File: src/sv/stsp_pkg.sv
// Package for the source token splitter: types, character codes and set lookup.
`timescale 1ns / 1ps
`default_nettype none
package stsp_pkg;

  typedef logic [7:0]  byte_t;
  typedef logic [63:0] set_word_t;

  typedef enum logic [1:0] {
    KIND_WORD    = 2'd0,
    KIND_COMMENT = 2'd1,
    KIND_OP      = 2'd2,
    KIND_STOP    = 2'd3
  } kind_t;

  typedef enum logic [1:0] {
    PH_START   = 2'd0,
    PH_WORD    = 2'd1,
    PH_COMMENT = 2'd2,
    PH_OPTAIL  = 2'd3
  } phase_t;

  typedef enum logic [1:0] {
    REG_SKIP_LOW  = 2'd0,
    REG_SKIP_HIGH = 2'd1,
    REG_STOP_LOW  = 2'd2,
    REG_STOP_HIGH = 2'd3
  } reg_idx_t;

  localparam byte_t CH_SLASH   = 8'h2F;
  localparam byte_t CH_PLUS    = 8'h2B;
  localparam byte_t CH_EQUAL   = 8'h3D;
  localparam byte_t CH_STAR    = 8'h2A;
  localparam byte_t CH_NEWLINE = 8'h0A;
  localparam byte_t CH_NUL     = 8'h00;

  localparam set_word_t SET_LOW_RST  = 64'h0000_0001_0000_2600;
  localparam set_word_t SET_HIGH_RST = 64'h0;

  // Codes 128 and up are in no set.
  function automatic logic in_set(input set_word_t lo, input set_word_t hi, input byte_t c);
    logic r;
    if (c[7]) begin
      r = 1'b0;
    end else if (c[6]) begin
      r = hi[c[5:0]];
    end else begin
      r = lo[c[5:0]];
    end
    return r;
  endfunction

endpackage
`default_nettype wire

File: src/sv/stsp_stream_if.sv
// Valid/ready stream interfaces for source bytes and token bytes.
`timescale 1ns / 1ps
`default_nettype none
interface stsp_in_if;
  logic            valid;
  logic            ready;
  stsp_pkg::byte_t char_byte;
  logic            end_of_text;

  modport source (output valid, output char_byte, output end_of_text, input ready);
  modport sink   (input valid, input char_byte, input end_of_text, output ready);
endinterface

interface stsp_out_if;
  logic            valid;
  logic            ready;
  stsp_pkg::byte_t token_byte;
  logic [1:0]      token_kind;
  logic            token_first;
  logic            token_last;

  modport source (output valid, output token_byte, output token_kind, output token_first,
                  output token_last, input ready);
  modport sink   (input valid, input token_byte, input token_kind, input token_first,
                  input token_last, output ready);
endinterface
`default_nettype wire

File: src/sv/source_token_splitter.sv
// Source token splitter: byte stream in, marked token bytes out.
// Throughput: one source byte per cycle while the result side takes requests.
// Latency: a token byte sits in the result register the cycle after the byte that
//   follows it is accepted (one byte of lookahead held in the state registers).
// End of text or a zero byte flushes the held byte, marked last, into the result register in the same way.
// Reset (synchronous, rst_n low): nothing held, result register empty, sets at defaults.
`timescale 1ns / 1ps
`default_nettype none
module source_token_splitter (
  input  wire logic        clk,
  input  wire logic        rst_n,
  stsp_in_if.sink          in_stream,
  stsp_out_if.source       out_stream,
  input  wire logic        psel,
  input  wire logic        penable,
  input  wire logic        pwrite,
  input  wire logic [4:0]  paddr,
  input  wire logic [63:0] pwdata,
  output logic      [63:0] prdata,
  output logic             pready
);

  stsp_pkg::set_word_t skip_lo_r, skip_hi_r, stop_lo_r, stop_hi_r;

  stsp_pkg::byte_t  held_byte_r,  held_byte_nxt;
  logic             held_valid_r, held_valid_nxt;
  logic             held_first_r, held_first_nxt;
  stsp_pkg::kind_t  held_kind_r,  held_kind_nxt;
  stsp_pkg::phase_t phase_r,      phase_nxt;

  logic             out_valid_r;
  stsp_pkg::byte_t  out_byte_r,  out_byte_nxt;
  stsp_pkg::kind_t  out_kind_r,  out_kind_nxt;
  logic             out_first_r, out_first_nxt;
  logic             out_last_r,  out_last_nxt;
  logic             emit;

  logic             accept;
  logic             end_in;
  stsp_pkg::byte_t  c;
  stsp_pkg::byte_t  h;
  logic             skip_c, stop_c, stop_h, two_op;
  stsp_pkg::reg_idx_t widx;

  // Configuration port
  assign pready = 1'b1;
  assign widx   = stsp_pkg::reg_idx_t'(paddr[4:3]);

  always_comb begin
    case (widx)
      stsp_pkg::REG_SKIP_LOW:  prdata = skip_lo_r;
      stsp_pkg::REG_SKIP_HIGH: prdata = skip_hi_r;
      stsp_pkg::REG_STOP_LOW:  prdata = stop_lo_r;
      stsp_pkg::REG_STOP_HIGH: prdata = stop_hi_r;
      default:                 prdata = '0;
    endcase
  end

  always_ff @(posedge clk) begin
    if (!rst_n) begin
      skip_lo_r <= stsp_pkg::SET_LOW_RST;
      skip_hi_r <= stsp_pkg::SET_HIGH_RST;
      stop_lo_r <= stsp_pkg::SET_LOW_RST;
      stop_hi_r <= stsp_pkg::SET_HIGH_RST;
    end else if (psel && penable && pwrite) begin
      case (widx)
        stsp_pkg::REG_SKIP_LOW:  skip_lo_r <= pwdata;
        stsp_pkg::REG_SKIP_HIGH: skip_hi_r <= pwdata;
        stsp_pkg::REG_STOP_LOW:  stop_lo_r <= pwdata;
        stsp_pkg::REG_STOP_HIGH: stop_hi_r <= pwdata;
        default: ;
      endcase
    end
  end

  // Handshake: the result register frees up in the same cycle it is taken
  assign in_stream.ready = !out_valid_r || out_stream.ready;
  assign accept          = in_stream.valid && in_stream.ready;

  assign c      = in_stream.char_byte;
  assign h      = held_byte_r;
  assign end_in = in_stream.end_of_text || (c == stsp_pkg::CH_NUL);
  assign skip_c = stsp_pkg::in_set(skip_lo_r, skip_hi_r, c);
  assign stop_c = stsp_pkg::in_set(stop_lo_r, stop_hi_r, c);
  assign stop_h = stsp_pkg::in_set(stop_lo_r, stop_hi_r, h);
  assign two_op = (h == stsp_pkg::CH_PLUS &&
                   (c == stsp_pkg::CH_EQUAL || c == stsp_pkg::CH_PLUS)) ||
                  ((h == stsp_pkg::CH_SLASH || h == stsp_pkg::CH_STAR) &&
                   c == stsp_pkg::CH_EQUAL);

  always_comb begin
    logic fresh;
    fresh          = 1'b0;
    emit           = 1'b0;
    out_byte_nxt   = h;
    out_kind_nxt   = held_kind_r;
    out_first_nxt  = held_first_r;
    out_last_nxt   = 1'b0;
    held_byte_nxt  = held_byte_r;
    held_valid_nxt = held_valid_r;
    held_first_nxt = held_first_r;
    held_kind_nxt  = held_kind_r;
    phase_nxt      = phase_r;

    if (end_in) begin
      emit          = held_valid_r;
      out_last_nxt  = 1'b1;
      if (phase_r == stsp_pkg::PH_START) begin
        out_kind_nxt  = stop_h ? stsp_pkg::KIND_STOP : stsp_pkg::KIND_WORD;
        out_first_nxt = 1'b1;
      end
      held_byte_nxt  = '0;
      held_valid_nxt = 1'b0;
      held_first_nxt = 1'b0;
      held_kind_nxt  = stsp_pkg::KIND_WORD;
      phase_nxt      = stsp_pkg::PH_START;
    end else if (!held_valid_r) begin
      fresh = 1'b1;
    end else begin
      emit = 1'b1;
      case (phase_r)
        stsp_pkg::PH_START: begin
          out_first_nxt = 1'b1;
          if (h == stsp_pkg::CH_SLASH && c == stsp_pkg::CH_SLASH) begin
            out_kind_nxt  = stsp_pkg::KIND_COMMENT;
            held_kind_nxt = stsp_pkg::KIND_COMMENT;
            phase_nxt     = stsp_pkg::PH_COMMENT;
          end else if (two_op) begin
            out_kind_nxt  = stsp_pkg::KIND_OP;
            held_kind_nxt = stsp_pkg::KIND_OP;
            phase_nxt     = stsp_pkg::PH_OPTAIL;
          end else if (stop_h) begin
            out_kind_nxt = stsp_pkg::KIND_STOP;
            out_last_nxt = 1'b1;
            fresh        = 1'b1;
          end else if (stop_c) begin
            out_kind_nxt = stsp_pkg::KIND_WORD;
            out_last_nxt = 1'b1;
            fresh        = 1'b1;
          end else begin
            out_kind_nxt  = stsp_pkg::KIND_WORD;
            held_kind_nxt = stsp_pkg::KIND_WORD;
            phase_nxt     = stsp_pkg::PH_WORD;
          end
        end
        stsp_pkg::PH_WORD: begin
          out_kind_nxt = stsp_pkg::KIND_WORD;
          if (stop_c) begin
            out_last_nxt = 1'b1;
            fresh        = 1'b1;
          end
        end
        stsp_pkg::PH_COMMENT: begin
          out_kind_nxt = stsp_pkg::KIND_COMMENT;
          if (c == stsp_pkg::CH_NEWLINE) begin
            out_last_nxt = 1'b1;
            fresh        = 1'b1;
          end
        end
        default: begin
          out_kind_nxt = stsp_pkg::KIND_OP;
          out_last_nxt = 1'b1;
          fresh        = 1'b1;
        end
      endcase
      if (!fresh) begin
        // continue the token with c
        held_byte_nxt  = c;
        held_first_nxt = 1'b0;
      end
    end

    if (fresh) begin
      if (skip_c) begin
        held_valid_nxt = 1'b0;
      end else begin
        held_byte_nxt  = c;
        held_valid_nxt = 1'b1;
        held_first_nxt = 1'b1;
        held_kind_nxt  = stsp_pkg::KIND_WORD;
        phase_nxt      = stsp_pkg::PH_START;
      end
    end
  end

  always_ff @(posedge clk) begin
    if (!rst_n) begin
      held_byte_r  <= '0;
      held_valid_r <= 1'b0;
      held_first_r <= 1'b0;
      held_kind_r  <= stsp_pkg::KIND_WORD;
      phase_r      <= stsp_pkg::PH_START;
      out_valid_r  <= 1'b0;
    end else begin
      if (accept) begin
        held_byte_r  <= held_byte_nxt;
        held_valid_r <= held_valid_nxt;
        held_first_r <= held_first_nxt;
        held_kind_r  <= held_kind_nxt;
        phase_r      <= phase_nxt;
        out_valid_r  <= emit;
      end else if (out_stream.ready) begin
        out_valid_r  <= 1'b0;
      end
    end
  end

  always_ff @(posedge clk) begin
    if (accept && emit) begin
      out_byte_r  <= out_byte_nxt;
      out_kind_r  <= out_kind_nxt;
      out_first_r <= out_first_nxt;
      out_last_r  <= out_last_nxt;
    end
  end

  assign out_stream.valid       = out_valid_r;
  assign out_stream.token_byte  = out_byte_r;
  assign out_stream.token_kind  = out_kind_r;
  assign out_stream.token_first = out_first_r;
  assign out_stream.token_last  = out_last_r;

  a_end_clears: assert property (@(posedge clk) disable iff (!rst_n)
    accept && end_in |=> !held_valid_r)
    else $error("held byte survived end of text");

  a_tail_not_first: assert property (@(posedge clk) disable iff (!rst_n)
    held_valid_r && phase_r != stsp_pkg::PH_START |-> !held_first_r)
    else $error("continuation byte marked first");

  a_optail_byte: assert property (@(posedge clk) disable iff (!rst_n)
    held_valid_r && phase_r == stsp_pkg::PH_OPTAIL |->
      held_byte_r == stsp_pkg::CH_EQUAL || held_byte_r == stsp_pkg::CH_PLUS)
    else $error("operator tail holds unexpected byte");

  a_stop_single: assert property (@(posedge clk) disable iff (!rst_n)
    out_valid_r && out_kind_r == stsp_pkg::KIND_STOP |-> out_first_r && out_last_r)
    else $error("stop token longer than one byte");

  a_pair_head: assert property (@(posedge clk) disable iff (!rst_n)
    out_valid_r && out_first_r && out_kind_r == stsp_pkg::KIND_OP |-> !out_last_r)
    else $error("operator head marked last");

endmodule
`default_nettype wire
File: src/flat_wrapper.sv
// flat-port wrapper written by rule: the top's interface ports become plain ports
module source_token_splitter_flat 
  (clk, rst_n, psel, penable, pwrite, paddr, pwdata, prdata, pready, in_stream_valid, in_stream_char_byte, in_stream_end_of_text, in_stream_ready, out_stream_valid, out_stream_token_byte, out_stream_token_kind, out_stream_token_first, out_stream_token_last, out_stream_ready);
  stsp_in_if in_stream_i ();
  stsp_out_if out_stream_i ();
  input  wire logic clk;
  input  wire logic rst_n;
  input  wire logic psel;
  input  wire logic penable;
  input  wire logic pwrite;
  input  wire logic [4:0] paddr;
  input  wire logic [63:0] pwdata;
  output logic      [63:0] prdata;
  output logic pready;
  input wire logic [$bits(in_stream_i.valid)-1:0] in_stream_valid;
  input wire logic [$bits(in_stream_i.char_byte)-1:0] in_stream_char_byte;
  input wire logic [$bits(in_stream_i.end_of_text)-1:0] in_stream_end_of_text;
  output wire logic [$bits(in_stream_i.ready)-1:0] in_stream_ready;
  output wire logic [$bits(out_stream_i.valid)-1:0] out_stream_valid;
  output wire logic [$bits(out_stream_i.token_byte)-1:0] out_stream_token_byte;
  output wire logic [$bits(out_stream_i.token_kind)-1:0] out_stream_token_kind;
  output wire logic [$bits(out_stream_i.token_first)-1:0] out_stream_token_first;
  output wire logic [$bits(out_stream_i.token_last)-1:0] out_stream_token_last;
  input wire logic [$bits(out_stream_i.ready)-1:0] out_stream_ready;
  assign in_stream_i.valid = in_stream_valid;
  assign in_stream_i.char_byte = in_stream_char_byte;
  assign in_stream_i.end_of_text = in_stream_end_of_text;
  assign in_stream_ready = in_stream_i.ready;
  assign out_stream_valid = out_stream_i.valid;
  assign out_stream_token_byte = out_stream_i.token_byte;
  assign out_stream_token_kind = out_stream_i.token_kind;
  assign out_stream_token_first = out_stream_i.token_first;
  assign out_stream_token_last = out_stream_i.token_last;
  assign out_stream_i.ready = out_stream_ready;
  source_token_splitter u_core (.clk(clk), .rst_n(rst_n), .in_stream(in_stream_i), .out_stream(out_stream_i), .psel(psel), .penable(penable), .pwrite(pwrite), .paddr(paddr), .pwdata(pwdata), .prdata(prdata), .pready(pready));
endmodule
File: config.mk
export PLATFORM = sky130hd
export DESIGN_NAME = source_token_splitter_flat
export DESIGN_NICKNAME = d
export VERILOG_FILES = /design/src/sv/stsp_pkg.sv /design/src/sv/stsp_stream_if.sv /design/src/sv/source_token_splitter.sv /design/src/flat_wrapper.sv
export SDC_FILE = /design/constraint.sdc
export NUM_CORES = 1
export LEC_CHECK = 0
export BUFFER_PORTS_ARGS = -buffer_cell sky130_fd_sc_hd__buf_2
export CORE_ASPECT_RATIO = 0.6
export CORE_MARGIN = 4
export CORE_UTILIZATION = 35
export CTS_BUF_LIST = sky130_fd_sc_hd__clkbuf_8
export DETAILED_ROUTE_END_ITERATION = 8
export SLEW_MARGIN = 0
export SYNTH_ARGS = -nofsm -noshare
export SYNTH_HDL_FRONTEND = slang
export SYNTH_SLANG_ARGS = --single-unit
File: constraint.sdc
create_clock -name clk -period 2.97 [get_ports clk]
set_input_delay 0.297 -clock clk [delete_from_list [all_inputs] [get_ports clk]]
set_output_delay 0.297 -clock clk [all_outputs]
set_load 0.02 [all_outputs]
-- Yosys cells after proc, flatten, opt, wreduce, memory -nomap -nowiden
Cells that the tools add are included.
W data, S select, Z words.
- $add $sub $neg: 0
- $mul: 0
- divide/modulo/power cells: 0
- magnitude comparators: 2
- eq/ne operators: 12
- shifts and indexed selects: 0
- multiplexer cells: 75
- bitwise gates (word level): 0
- reduce and logical (&&, ||, !) cells: 23
- operators with widths (operator ; number):
    $pmux W64 S4 ; 1
    $eq A8 B6 Y1 const B ; 6
    $mux W2 ; 24
    $mux W8 ; 5
    $mux W1 ; 37
    $bmux W1 S6 ; 6
    $lt A6 B7 Y1 const B ; 2
    $reduce_and A2 Y1 ; 5
    $eq A8 B4 Y1 const B ; 1
    $logic_not A8 Y1 ; 1
    $logic_and A1 B1 Y1 ; 7
    $eq A2 B2 Y1 const B ; 3
    $pmux W2 S3 ; 1
    $logic_or A1 B1 Y1 ; 5
    $eq A2 B1 Y1 const B ; 2
    $logic_not A2 Y1 ; 2
    $reduce_bool A2 Y1 ; 2
    $pmux W1 S3 ; 1
    $logic_not A1 Y1 ; 1
- register bits: 283
- latch bits: 0
- RAM bits: 0
- bits in read-only memories: 0
- input port bits: 85
- output and inout bits: 79
- memories kept: 0

-- Logic depth before layout (Yosys ltp)
Gate-level depths: netlist of the first run.
- depth in word-level cells: 16
- mapped depth: 14
- gate-level depth less buffers: 9

-- Least setup slack after synthesis of the first run
Ideal clock, no wire load.
- path kind: input -> register
- start: input in_stream_char_byte[0]
- end: register u_core.phase_r[0]
- setup time: 118 ps
- arrival time: 2666 ps
- path slack: 187 ps
- stages on the path: 11
- buffers on the path: 3
- cells stage by stage: buf_2 buf_6 buf_2 mux4_2 a22o_1 nor4_2 nand3_1 a32oi_2 nor2_2 o21a_1 o2111a_1
- longest elaborated chain between the ends: 14
- elaborated cells between the ends (all ways): 42
- classes of those cells: eq/ne: 4; mux: 31; reduce/logical: 7
- ends and longest elaborated chain (item ; RTL line ; text):
    start: declaration ; flat_wrapper.sv:16 ; input wire logic [$bits(in_stream_i.char_byte)-1:0] in_stream_char_byte;
    $bmux W1 S6 (on tied branches) ; stsp_pkg.sv:48, stsp_pkg.sv:46 ;
    $mux W1 (on tied branches) ; stsp_pkg.sv:48, stsp_pkg.sv:46 ;
    $mux W1 ; stsp_pkg.sv:45 ; end else if (c[6]) begin
    $mux W1 ; stsp_pkg.sv:43 ; if (c[7]) begin
    $mux W1 ; source_token_splitter.sv:136, source_token_splitter.sv:148 ;
    $mux W1 ; source_token_splitter.sv:132 ; end else if (stop_h) begin
    $mux W1 ; source_token_splitter.sv:128 ; end else if (two_op) begin
    $mux W1 ; source_token_splitter.sv:124 ; if (h == stsp_pkg::CH_SLASH && c == stsp_pkg::CH_SLASH) begin
    $pmux W1 S3 ; source_token_splitter.sv:121 ; case (phase_r)
    $mux W1 ; source_token_splitter.sv:117 ; end else if (!held_valid_r) begin
    $mux W1 ; source_token_splitter.sv:105 ; if (end_in) begin
    $mux W1 ; source_token_splitter.sv:117 ;
    $mux W1 ; source_token_splitter.sv:105 ;
    $mux W2 * ; source_token_splitter.sv:173 ; if (fresh) begin
    end signal: assignment ; source_token_splitter.sv:192 ; phase_r <= stsp_pkg::PH_START;
    end signal: assignment ; source_token_splitter.sv:200 ; phase_r <= phase_nxt;
    end: declaration ; source_token_splitter.sv:29 ; stsp_pkg::phase_t phase_r, phase_nxt;
Every way passes the cells marked *; elsewhere a longest branch is shown, timed or not. The select of a mux whose other input is x is not followed.
A chain may end at the register's enable or synchronous reset.

-- Final worst setup path of the first run
- start: register u_core.held_byte_r[0], in the netlist u_core.h[0]
- end: register u_core.held_byte_r[2], in the netlist u_core.h[2]
- longest elaborated chain between the ends: 15
- elaborated cells between the ends (all ways): 27
- classes of those cells: eq/ne: 3; mux: 19; reduce/logical: 5
- ends and longest elaborated chain (item ; RTL line ; text):
    start: declaration ; source_token_splitter.sv:25 ; stsp_pkg::byte_t held_byte_r, held_byte_nxt;
    start signal: assignment ; source_token_splitter.sv:196 ; held_byte_r <= held_byte_nxt;
    $bmux W1 S6 (on tied branches) ; stsp_pkg.sv:48, stsp_pkg.sv:46 ;
    $mux W1 (on tied branches) ; stsp_pkg.sv:48, stsp_pkg.sv:46 ;
    $mux W1 ; stsp_pkg.sv:45 ;
    $mux W1 ; stsp_pkg.sv:43 ;
    $mux W1 ; source_token_splitter.sv:132 ;
    $mux W1 ; source_token_splitter.sv:128 ;
    $mux W1 * ; source_token_splitter.sv:124 ;
    $pmux W1 S3 * ; source_token_splitter.sv:121 ;
    $mux W1 * ; source_token_splitter.sv:117 ;
    $mux W1 * ; source_token_splitter.sv:105 ;
    $mux W8 ; source_token_splitter.sv:166 ; if (!fresh) begin
    $mux W8 ; source_token_splitter.sv:117 ;
    $mux W8 ; source_token_splitter.sv:105 ;
    $mux W8 ; source_token_splitter.sv:174 ; if (skip_c) begin
    $mux W8 * ; source_token_splitter.sv:173 ;
Marked as above.

==> impl_metrics.tcl, run 1 <==
set metrics [dict create \
    met2_usage_pct 34.5 \
    wl_per_cell_um 23.2 \
    syn_nets 1733 \
    cts_buffer_depth 3 \
    place_hpwl_mm 40.9 \
    use_met1_pct 35.0 \
    worstPathArrival_ns 3.39 \
    syn_inst 1644 \
    drtAntennaViolNets 0 \
    cpPeakStageDelay_ns 0.56 \
    grt_pass1_vias 13600 \
    ys_seq_area_share_pct 37.0 \
    ir_worst_vdd_mv 0.321 \
    period_needed_ns 2.88 \
    grt_max_degree 121 \
    fp.dieArea_mm2 0.0483 \
    hp-class "in2reg" \
    drive_gt1_share_pct 26.0 \
    routed_via_density 5.72 \
    path_delay_family "compound AO/OA/AOI/OAI gates" \
    async_flop_share_pct 0 \
    area_delta_synth_final_pct 22.3 \
    stdcell_count 2484 \
    setup_violations 0 \
    dp.cells 2343 \
    avgSynthCellArea_um2 9.52 \
    p_per_area_mw_per_mm2 450 \
    crit_slowest_cell "mux4_2" \
    globalRoute.busiestLayer "met1" \
    crit-reg2reg-launch "u_core.h[0]" \
    cts_root_buf "clkbuf_8" \
    grt_pass1_wl_mm 87.2 \
    critPathLaunchType "register" \
    post-route-cell-area_mm2 0.0192 \
    crit_fanout 8 \
    numCtsBuffers 45 \
    synth_edf_count 12 \
    cp-end-kind "register" \
    cts_htree_levels 2 \
    drv_slew 0 \
    die_h_um 172 \
    core-area_mm2 0.0438 \
    relSlewSlack_pct 54.3 \
    required_ns 3.48 \
    ys_types 65 \
    clk_latency_ns 0.60 \
    drt_first_pass_iters 5 \
    holdPathStages 3 \
    hp-start "pwdata[21]" \
    gr-usage-met3_pct 6.51 \
    synth-seq-cells 283 \
    drt_iter0_markers 1608 \
    overflow 0 \
    finalCritPeriodShare_pct 96.9 \
    fmax_mhz 347 \
    r2r_cells 9 \
    gp_congestion 0.960 \
    die_w_um 281 \
    criticalPathCategory "reg2reg" \
    max-cap-violations 0 \
    worst-r2r-setup-slack_ns 0.09 \
    yosys_warnings 0 \
    grt_util_all_layers_pct 23.6 \
    path_cells "mux4_2 > mux2i_1 > mux2i_1 > o22a_1 > o21ai_2 > a32oi_2 > o31a_2 > nor2b_1 > o22a_1" \
    route.detailed.drc 0 \
    cts_tree "built" \
    row_count 59 \
    hold_violations 0 \
    path_clk_slew_ns 0.08 \
    antenna_found_initial 2 \
    placed_area_mm2 0.0176 \
    clock_sinks 283 \
    io-pin-count 164 \
    synthesis.area_mm2 0.0157 \
    vias 14200 \
    clock_skew_ns 0.0434 \
    r2r_end "u_core.h[2]" \
    rsz0062_at_grt "false" \
    leakage_uw 0.00693 \
    max_slew.worst_pin.slew_ns 0.685 \
    fin_nets 1962 \
    whs_endpoint "u_core.skip_lo_r[21]" \
    initial_core_util_pct 35.8 \
    wl_mm 57.6 \
    crit_buf_inv 0 \
    io_buffers 159 \
    status "finished clean" \
    yosys_most_used_dff "dfxtp_1" \
]
==> cells by family (layout without fill, tap and decap cells) <==
group	Yosys count	in the layout	share of synthesized area (%)
compound gates	341	341	16.5
fa+ha+maj	4	4	0.320
buf+inv	146	405	4.11
flops	283	283	37.0
mux	195	195	24.3
other cells	1	3	0.0240
simple gates	674	674	17.8
==> worst reg2reg max path, stage by stage (launching register included) <==
cell,delay [ns]
dfxtp_4,0.48
mux4_2,0.56
mux2i_1,0.24
mux2i_1,0.15
o22a_1,0.25
o21ai_2,0.20
a32oi_2,0.18
o31a_2,0.44
nor2b_1,0.14
o22a_1,0.15
==> metal layers <==
metal	part of all wire [%]	vias up
met5	0	-
met4	1.4	0
met3	11	68
met2	42	767
met1	45	7037
li1	-	6329
==> cell usage in the layout, fill, tap and decap left out, types with 4 or more instances in the layout <==
cell type,synthesis,final
nand2_1,551,549
dfxtp_1,271,269
a21boi_0,249,249
buf_2,12,155
mux4_2,148,148
buf_4,9,87
dlygate4sd3_1,0,62
clkbuf_8,0,55
mux2i_1,44,44
nor2_1,23,23
nand3_1,22,21
a22oi_1,20,20
nor2b_1,18,18
buf_12,1,17
inv_1,5,16
and2_1,16,14
edfxtp_1,12,12
a22o_1,9,9
o22a_1,7,7
nor3_1,7,6
a21oi_1,6,6
clkinv_2,0,6
nand2b_1,5,5
nor4b_1,5,5
a211oi_1,5,5
nand4_1,5,5
o21ai_0,5,5
ha_1,4,4
bufinv_16,0,4
==> Yosys cell counts (all sizes together) (2+ instances only) <==
master | number | area share, %
mux2i | 44 | 2.8
o21a | 3 | 0.14
a32oi | 3 | 0.22
nor4 | 4 | 0.20
nand2 | 551 | 13
nor3b | 3 | 0.14
o31a | 2 | 0.12
a21boi | 249 | 12
mux4 | 148 | 21
a211oi | 5 | 0.24
nand2b | 5 | 0.20
a22oi | 20 | 0.96
dfxtp | 271 | 35
o22a | 7 | 0.39
o211a | 2 | 0.13
ha | 4 | 0.32
and2 | 16 | 0.64
or3 | 3 | 0.12
nor2b | 18 | 0.72
mux2 | 3 | 0.22
clkbuf | 105 | 2.5
inv | 6 | 0.14
edfxtp | 12 | 2.3
buf | 35 | 1.4
a311oi | 2 | 0.11
nand3 | 22 | 0.70
and3 | 4 | 0.16
o2111a | 2 | 0.14
nor3 | 7 | 0.22
a22o | 9 | 0.50
and4b | 2 | 0.13
nor4b | 5 | 0.28
a21oi | 6 | 0.19
a211o | 2 | 0.11
a21o | 3 | 0.14
o21ai | 11 | 0.38
a32o | 2 | 0.13
a31oi | 3 | 0.12
nor2 | 24 | 0.59
o2111ai | 2 | 0.11
or2 | 2 | 0.080
nand4 | 5 | 0.20
==> stage by stage <==
step                      total power, uW  TNS [ns]  hold WS (ns)  utilization [%]  setup WS, ns
after global placement               4940    -0.262         0.458             40.1       -0.0561
after global routing                 8940         0        0.0236             43.8      0.000679
after detailed placement             4950    -0.386         0.475             40.1       -0.0656
after floorplan                      4560         0         0.406                -         0.187
final                                8630         0        0.0268             43.8        0.0916
after CTS                            8680         0      0.000740             43.7        0.0744
==> where the power goes <==
| group | internal (uW) | total [uW] | switching (uW) |
|---|---|---|---|
| registers | 3880 | 3950 | 68.2 |
| clock network | 2010 | 3680 | 1670 |
| logic | 455 | 1000 | 545 |
==> state kept, by name, indices dropped and copies added, names as in the netlist, 2 cells and up <==
signal,count
u_core.skip_hi_r,64
u_core.skip_lo_r,64
u_core.stop_hi_r,64
u_core.stop_lo_r,64
u_core.h,8
u_core.out_stream.token_byte,8
u_core.held_kind_r,2
u_core.out_stream.token_kind,2
u_core.phase_r,2
==> cell type report <==
type / count / area [um2]
fill: 4203 / 24600
multi-input combinational: 1215 / 9260
sequential: 283 / 5790
timing repair buffer: 322 / 2400
clock buffer: 55 / 757
tap: 579 / 724
clock inverter: 22 / 199
inverter: 6 / 22.5
antenna: 2 / 5.00
==> worst max-delay path by stage <==
stage          depth (start not counted)              startpoint                end
3_3_place_gp                          12  in_stream_char_byte[1]        u_core.h[3]
6_report                               9             u_core.h[0]        u_core.h[2]
2_1_floorplan                         11  in_stream_char_byte[0]  u_core.phase_r[0]
3_5_place_dp                          11  in_stream_char_byte[1]  u_core.phase_r[0]
4_1_cts                               10             u_core.h[0]        u_core.h[2]
5_1_grt                               11             u_core.h[0]        u_core.h[2]
==> repair_timing <==
item	CTS	global route
endpoints found under the setup margin	2	5
setup buffers	0	0
endpoints found under the hold margin	231	0
hold buffers	62	0
gates resized for setup	1	2
pin swaps	0	1
Power figures use the tool's default switching activity.
==> run 2: changes to the inputs <==
==> constraint.sdc (replaced) <==
create_clock -name clk -period 2.97 [get_ports clk]
set_input_delay 0.297 -clock clk [delete_from_list [all_inputs] [get_ports clk]]
set_output_delay 0.297 -clock clk [all_outputs]
set_load 0.05 [all_outputs]
==> run 2 against run 1 <==
Against the previous run: non-clock buffer count grew 2; clock power fell by 9.5%; via count decreased by 1.0%; maximum frequency fell by 0.78%; setup slack got worse by 0.023 ns; largest power group unchanged.
==> impl_metrics.tcl, run 2 (synthesized netlist as in run 1, its figures left out) <==
set metrics [dict create \
    grt_util_all_layers_pct 23.8 \
    holdPathStages 3 \
    total_power_uw 8330 \
    p_seq_share_pct 47.4 \
    max_slew.worst_pin.slew_ns 0.922 \
    hold_violations 0 \
    setup_violations 0 \
    relSlewSlack_pct 38.6 \
    place_hpwl_mm 41.3 \
    ir_worst_vdd_mv 0.280 \
    io_buffers 159 \
    grt_pass1_wl_mm 87.8 \
    fin_hold_ws_ns 0.0280 \
    drv_slew 0 \
    period_needed_ns 2.90 \
    cts_root_buf "clkbuf_8" \
    wl_mm 58.0 \
    die_h_um 172 \
    core-area_mm2 0.0438 \
    criticalPathCategory "reg2reg" \
    pwr-share-comb_pct 12.7 \
    r2r_cells 9 \
    final_common_cell "nand2_1" \
    fmax_mhz 345 \
    io-pin-count 164 \
    p_per_area_mw_per_mm2 435 \
    overflow 0 \
    route.detailed.drc 0 \
    cp-end-kind "register" \
    crit_fanout 4 \
    wl_per_cell_um 23.3 \
    die_w_um 281 \
    p_sw_uw 2360 \
    initial_core_util_pct 35.8 \
    cts_buffer_depth 3 \
    numCtsBuffers 45 \
    final.setup.tns_ns 0 \
    path_clk_slew_ns 0.07 \
    max-cap-violations 0 \
    grt_pass1_vias 13800 \
    grt_max_degree 115 \
    hp-class "in2reg" \
    required_ns 3.44 \
    drtAntennaViolNets 0 \
    fp.dieArea_mm2 0.0483 \
    clock_sinks 283 \
    vias 14100 \
    critPathLaunchType "register" \
    drt_first_pass_iters 5 \
    row_count 59 \
    worstPathArrival_ns 3.37 \
    rsz0062_at_grt "false" \
    finalCritPeriodShare_pct 97.7 \
    power_switching_share_pct 28.3 \
    status "finished clean" \
    drive_gt1_share_pct 25.9 \
    fin_nets 1964 \
    gp_congestion 0.963 \
    clk_latency_ns 0.62 \
    leakage_uw 0.00696 \
    drt_iter0_markers 1644 \
    worst-r2r-setup-slack_ns 0.07 \
    cts_tree "built" \
    area_delta_synth_final_pct 22.2 \
    pwr-share-clk_pct 39.9 \
    antenna_found_initial 5 \
    power.internal_uw 5970 \
    routed_via_density 5.64 \
    final_cell_mix "nand2_1 (549), dfxtp_1 (268), a21boi_0 (249), buf_2 (155), mux4_2 (148)" \
    clock_skew_ns 0.0519 \
    cts_htree_levels 2 \
]
-- run 2: changes by cell type in the layout (fill, tap and decap cells not counted), sizes merged, moves of 3 or more --
cell         change
inv             +11
buf              +5
clkbuf           -5
bufinv           -3
dlygate4sd3      -3
-- run 2: final timing paths --
path	start	to
worst max-delay path	u_core.stop_hi_r[27]	u_core.phase_r[0]
worst min-delay path	pwdata[62]	u_core.skip_lo_r[62]
worst max register to register	u_core.stop_hi_r[27]	u_core.phase_r[0]
worst min register to register	u_core.skip_hi_r[13]	u_core.skip_hi_r[13]
-- run 2: metal layers --
layer	global-route usage, %	share of wire (%)	vias up
li1	-	-	6341
met5	0	0.012	-
met2	35.1	43	675
met4	5.26	1.7	2
met1	34.3	44	6959
met3	7.37	11	75
-- run 2: per-stage QoR --
stage	worst slack [ns]	util [%]	area, um2	std cells
final	0.0690	43.7	19100	2493
after global routing	0.00410	43.7	19100	2493
after CTS	0.0280	43.6	19100	2488
after detailed placement	-0.129	40.3	17600	2347
after global placement	-0.0891	40.3	17600	2347
after floorplan	0.187	-	15700	1644
-- run 2: layout make-up --
type	instances	area, um2
Antenna cell	4	10.0
Clock buffer	50	688
Clock inverter	32	164
Fill cell	4191	24600
Inverter	6	22.5
Multi-Input combinational cell	1215	9280
Sequential cell	283	5790
Tap cell	579	724
Timing Repair Buffer	324	2460
-- run 2: timing repair --
| item | 4_1_cts | 5_1_grt |
|---|---|---|
| hold buffers | 59 | 0 |
| endpoints found under the hold margin | 202 | 0 |
| buffers inserted | 0 | 1 |
| endpoints found under the setup margin | 0 | 14 |
| resized for setup | 0 | 7 |
-- run 2: worst max-delay path, cell delays in order (launching register included) --
cell and delay (ns):
dfxtp_1 0.43, mux2i_1 0.10, mux4_2 0.48, a22o_1 0.28, nor4_2 0.39, nand3_1 0.21, a32oi_4 0.36, nor2_4 0.09
o21a_1 0.21, o2111a_1 0.25
-- run 2: power by group through the flow --
stage | combinational (uW) | clock (uW) | sequential (uW)
CTS | 1040 | 3370 | 3940
floorplan | 608 | 0 | 4000
finish | 1060 | 3330 | 3950
global route | 1130 | 3550 | 3950
detailed placement | 978 | 0 | 4030
global placement | 970 | 0 | 4030
==> run 3: changes to the inputs <==
--- a/config.mk
+++ b/config.mk
@@ -11,6 +11,7 @@
 export CORE_UTILIZATION = 35
 export CTS_BUF_LIST = sky130_fd_sc_hd__clkbuf_8
 export DETAILED_ROUTE_END_ITERATION = 8
+export SETUP_SLACK_MARGIN = 0.5
 export SLEW_MARGIN = 0
 export SYNTH_ARGS = -nofsm -noshare
 export SYNTH_HDL_FRONTEND = slang
==> run 3 against run 2 <==
Against the previous run: cell count shrank 0.32%; sequential power is essentially flat; utilization grew 0.39 points; first-iteration DRC count grew 8.6%; critical path type unchanged.
==> impl_metrics.tcl, run 3 (synthesized netlist as in run 1, its figures left out) <==
set metrics [dict create \
    wl_mm 59.5 \
    cts_root_buf "clkbuf_8" \
    io-pin-count 164 \
    vias 14300 \
    cts_tree "built" \
    r2r_end "u_core.h[2]" \
    placed_area_mm2 0.0175 \
    cts_htree_levels 2 \
    clk_latency_ns 0.58 \
    max-cap-violations 0 \
    holdPathStages 3 \
    wl_per_cell_um 24.0 \
    pwr-share-comb_pct 13.3 \
    final_cell_mix "nand2_1 (548), dfxtp_1 (256), a21boi_0 (249), buf_2 (155), mux4_2 (148)" \
    pwr-share-clk_pct 39.9 \
    core-area_mm2 0.0438 \
    initial_core_util_pct 35.8 \
    grt_pass1_vias 13800 \
    relSlewSlack_pct 51.8 \
    period_needed_ns 2.77 \
    grt_pass1_wl_mm 88.9 \
    worstPathArrival_ns 3.29 \
    area_delta_synth_final_pct 23.3 \
    gp_congestion 0.965 \
    rsz0062_at_grt "true" \
    criticalPathCategory "reg2reg" \
    drt_iter0_markers 1785 \
    overflow 0 \
    power.internal_uw 6120 \
    post-route-cell-area_mm2 0.0193 \
    drv_slew 0 \
    cts_buffer_depth 3 \
    critPathLaunchType "register" \
    fmax_mhz 360 \
    cp-end-kind "register" \
    drtAntennaViolNets 0 \
    worst-r2r-setup-slack_ns 0.20 \
    power_switching_share_pct 27.4 \
    row_count 59 \
    setup_violations 0 \
    max_slew.worst_pin.slew_ns 0.723 \
    final.setup.tns_ns 0 \
    p_per_area_mw_per_mm2 436 \
    finalCritPeriodShare_pct 93.4 \
    hp-class "in2reg" \
    required_ns 3.49 \
    fin_nets 1960 \
    route.detailed.drc 0 \
    fp.dieArea_mm2 0.0483 \
    whs_endpoint "u_core.stop_hi_r[15]" \
    crit-reg2reg-launch "u_core.h[0]" \
    grt_max_degree 118 \
    drive_gt1_share_pct 28.3 \
    io_buffers 159 \
    final_common_cell "nand2_1" \
    grt_util_all_layers_pct 24.1 \
    place_hpwl_mm 40.9 \
    cp-startpoint "u_core.h[0]" \
    hp-start "pwdata[15]" \
    crit_fanout 7 \
    path_clk_slew_ns 0.07 \
    p_sw_uw 2300 \
    drt_first_pass_iters 5 \
    hold_violations 0 \
    clock_sinks 283 \
    ir_worst_vdd_mv 0.298 \
    clock_skew_ns 0.0180 \
    numCtsBuffers 44 \
    leakage_uw 0.00698 \
    die_h_um 172 \
    antenna_found_initial 8 \
    die_w_um 281 \
    routed_via_density 5.77 \
    p_seq_share_pct 46.8 \
    status "finished clean" \
    r2r_cells 10 \
]
## run 3: cell types whose count changed in the layout (fill, tap and decap cells not counted), moves of 5 or more
cell           change
mux2i_2            +6
dfxtp_2            +7
dlygate4sd3_1     -12
dfxtp_1           -12
inv_1              -9
dfxtp_4            +5
mux2i_1            -7
buf_6              +5
clkbuf_8           +5
## run 3: worst max path at each step
| stage | endpoint | slack, ns |
|---|---|---|
| 3_5_place_dp | u_core.phase_r[0] | -0.20 |
| 6_report | u_core.h[2] | 0.20 |
| 5_1_grt | u_core.h[2] | 0.12 |
| 4_1_cts | u_core.h[2] | 0.29 |
| 3_3_place_gp | u_core.phase_r[0] | -0.16 |
| 2_1_floorplan | u_core.h[3] | 0.42 |
## run 3: critical path, stage by stage, from the launching register on
cell,delay [ns]
dfxtp_4,0.45
buf_12,0.17
mux4_2,0.50
mux2_2,0.30
nand2_1,0.09
a31oi_2,0.12
o21ai_2,0.21
a32oi_4,0.17
o31a_4,0.40
nor2b_1,0.13
o22a_1,0.15
## run 3: timing repair
item,in CTS,in global routing
cloned,1,1
hold endpoints to repair,157,0
hold buffers,47,0
setup buffers,14,3
resized for setup,34,21
pin swaps,3,5
setup endpoints to repair,17,17
## run 3: layout make-up
cell class / count / area, um2
Antenna cell: 4 / 10.0
Clock inverter: 22 / 116
Sequential cell: 283 / 5820
Timing Repair Buffer: 321 / 2460
Fill cell: 4215 / 24500
Multi-Input combinational cell: 1215 / 9400
Inverter: 6 / 22.5
Clock buffer: 55 / 757
Tap cell: 579 / 724
## run 3: power by group through the flow
stage | registers (uW) | clock network, uW | logic [uW]
global placement | 4020 | 0 | 979
CTS | 3940 | 3420 | 1070
global route | 3940 | 3600 | 1190
finish | 3940 | 3360 | 1120
detailed placement | 4020 | 0 | 990
floorplan | 4000 | 0 | 616
## run 3: per-stage QoR
step	worst slack, ns	total power, uW	hold WS, ns	utilization (%)	cells
3_3_place_gp	-0.163	5000	0.461	40.1	2338
3_5_place_dp	-0.201	5010	0.473	40.1	2338
6_report	0.195	8420	0.0145	44.1	2485
4_1_cts	0.288	8430	0.000790	43.7	2477
5_1_grt	0.124	8730	0.0134	44.1	2485
2_1_floorplan	0.421	4620	0.406	-	1644
## run 3: per-layer routing
metal  GRT usage [%]  routed length (um)  up-vias
li1                -                   -     6328
met1            35.8               26200     7084
met2            34.8               25000      833
met3            7.53                7430       82
met4            4.58                 813        6
met5               0                  46        -
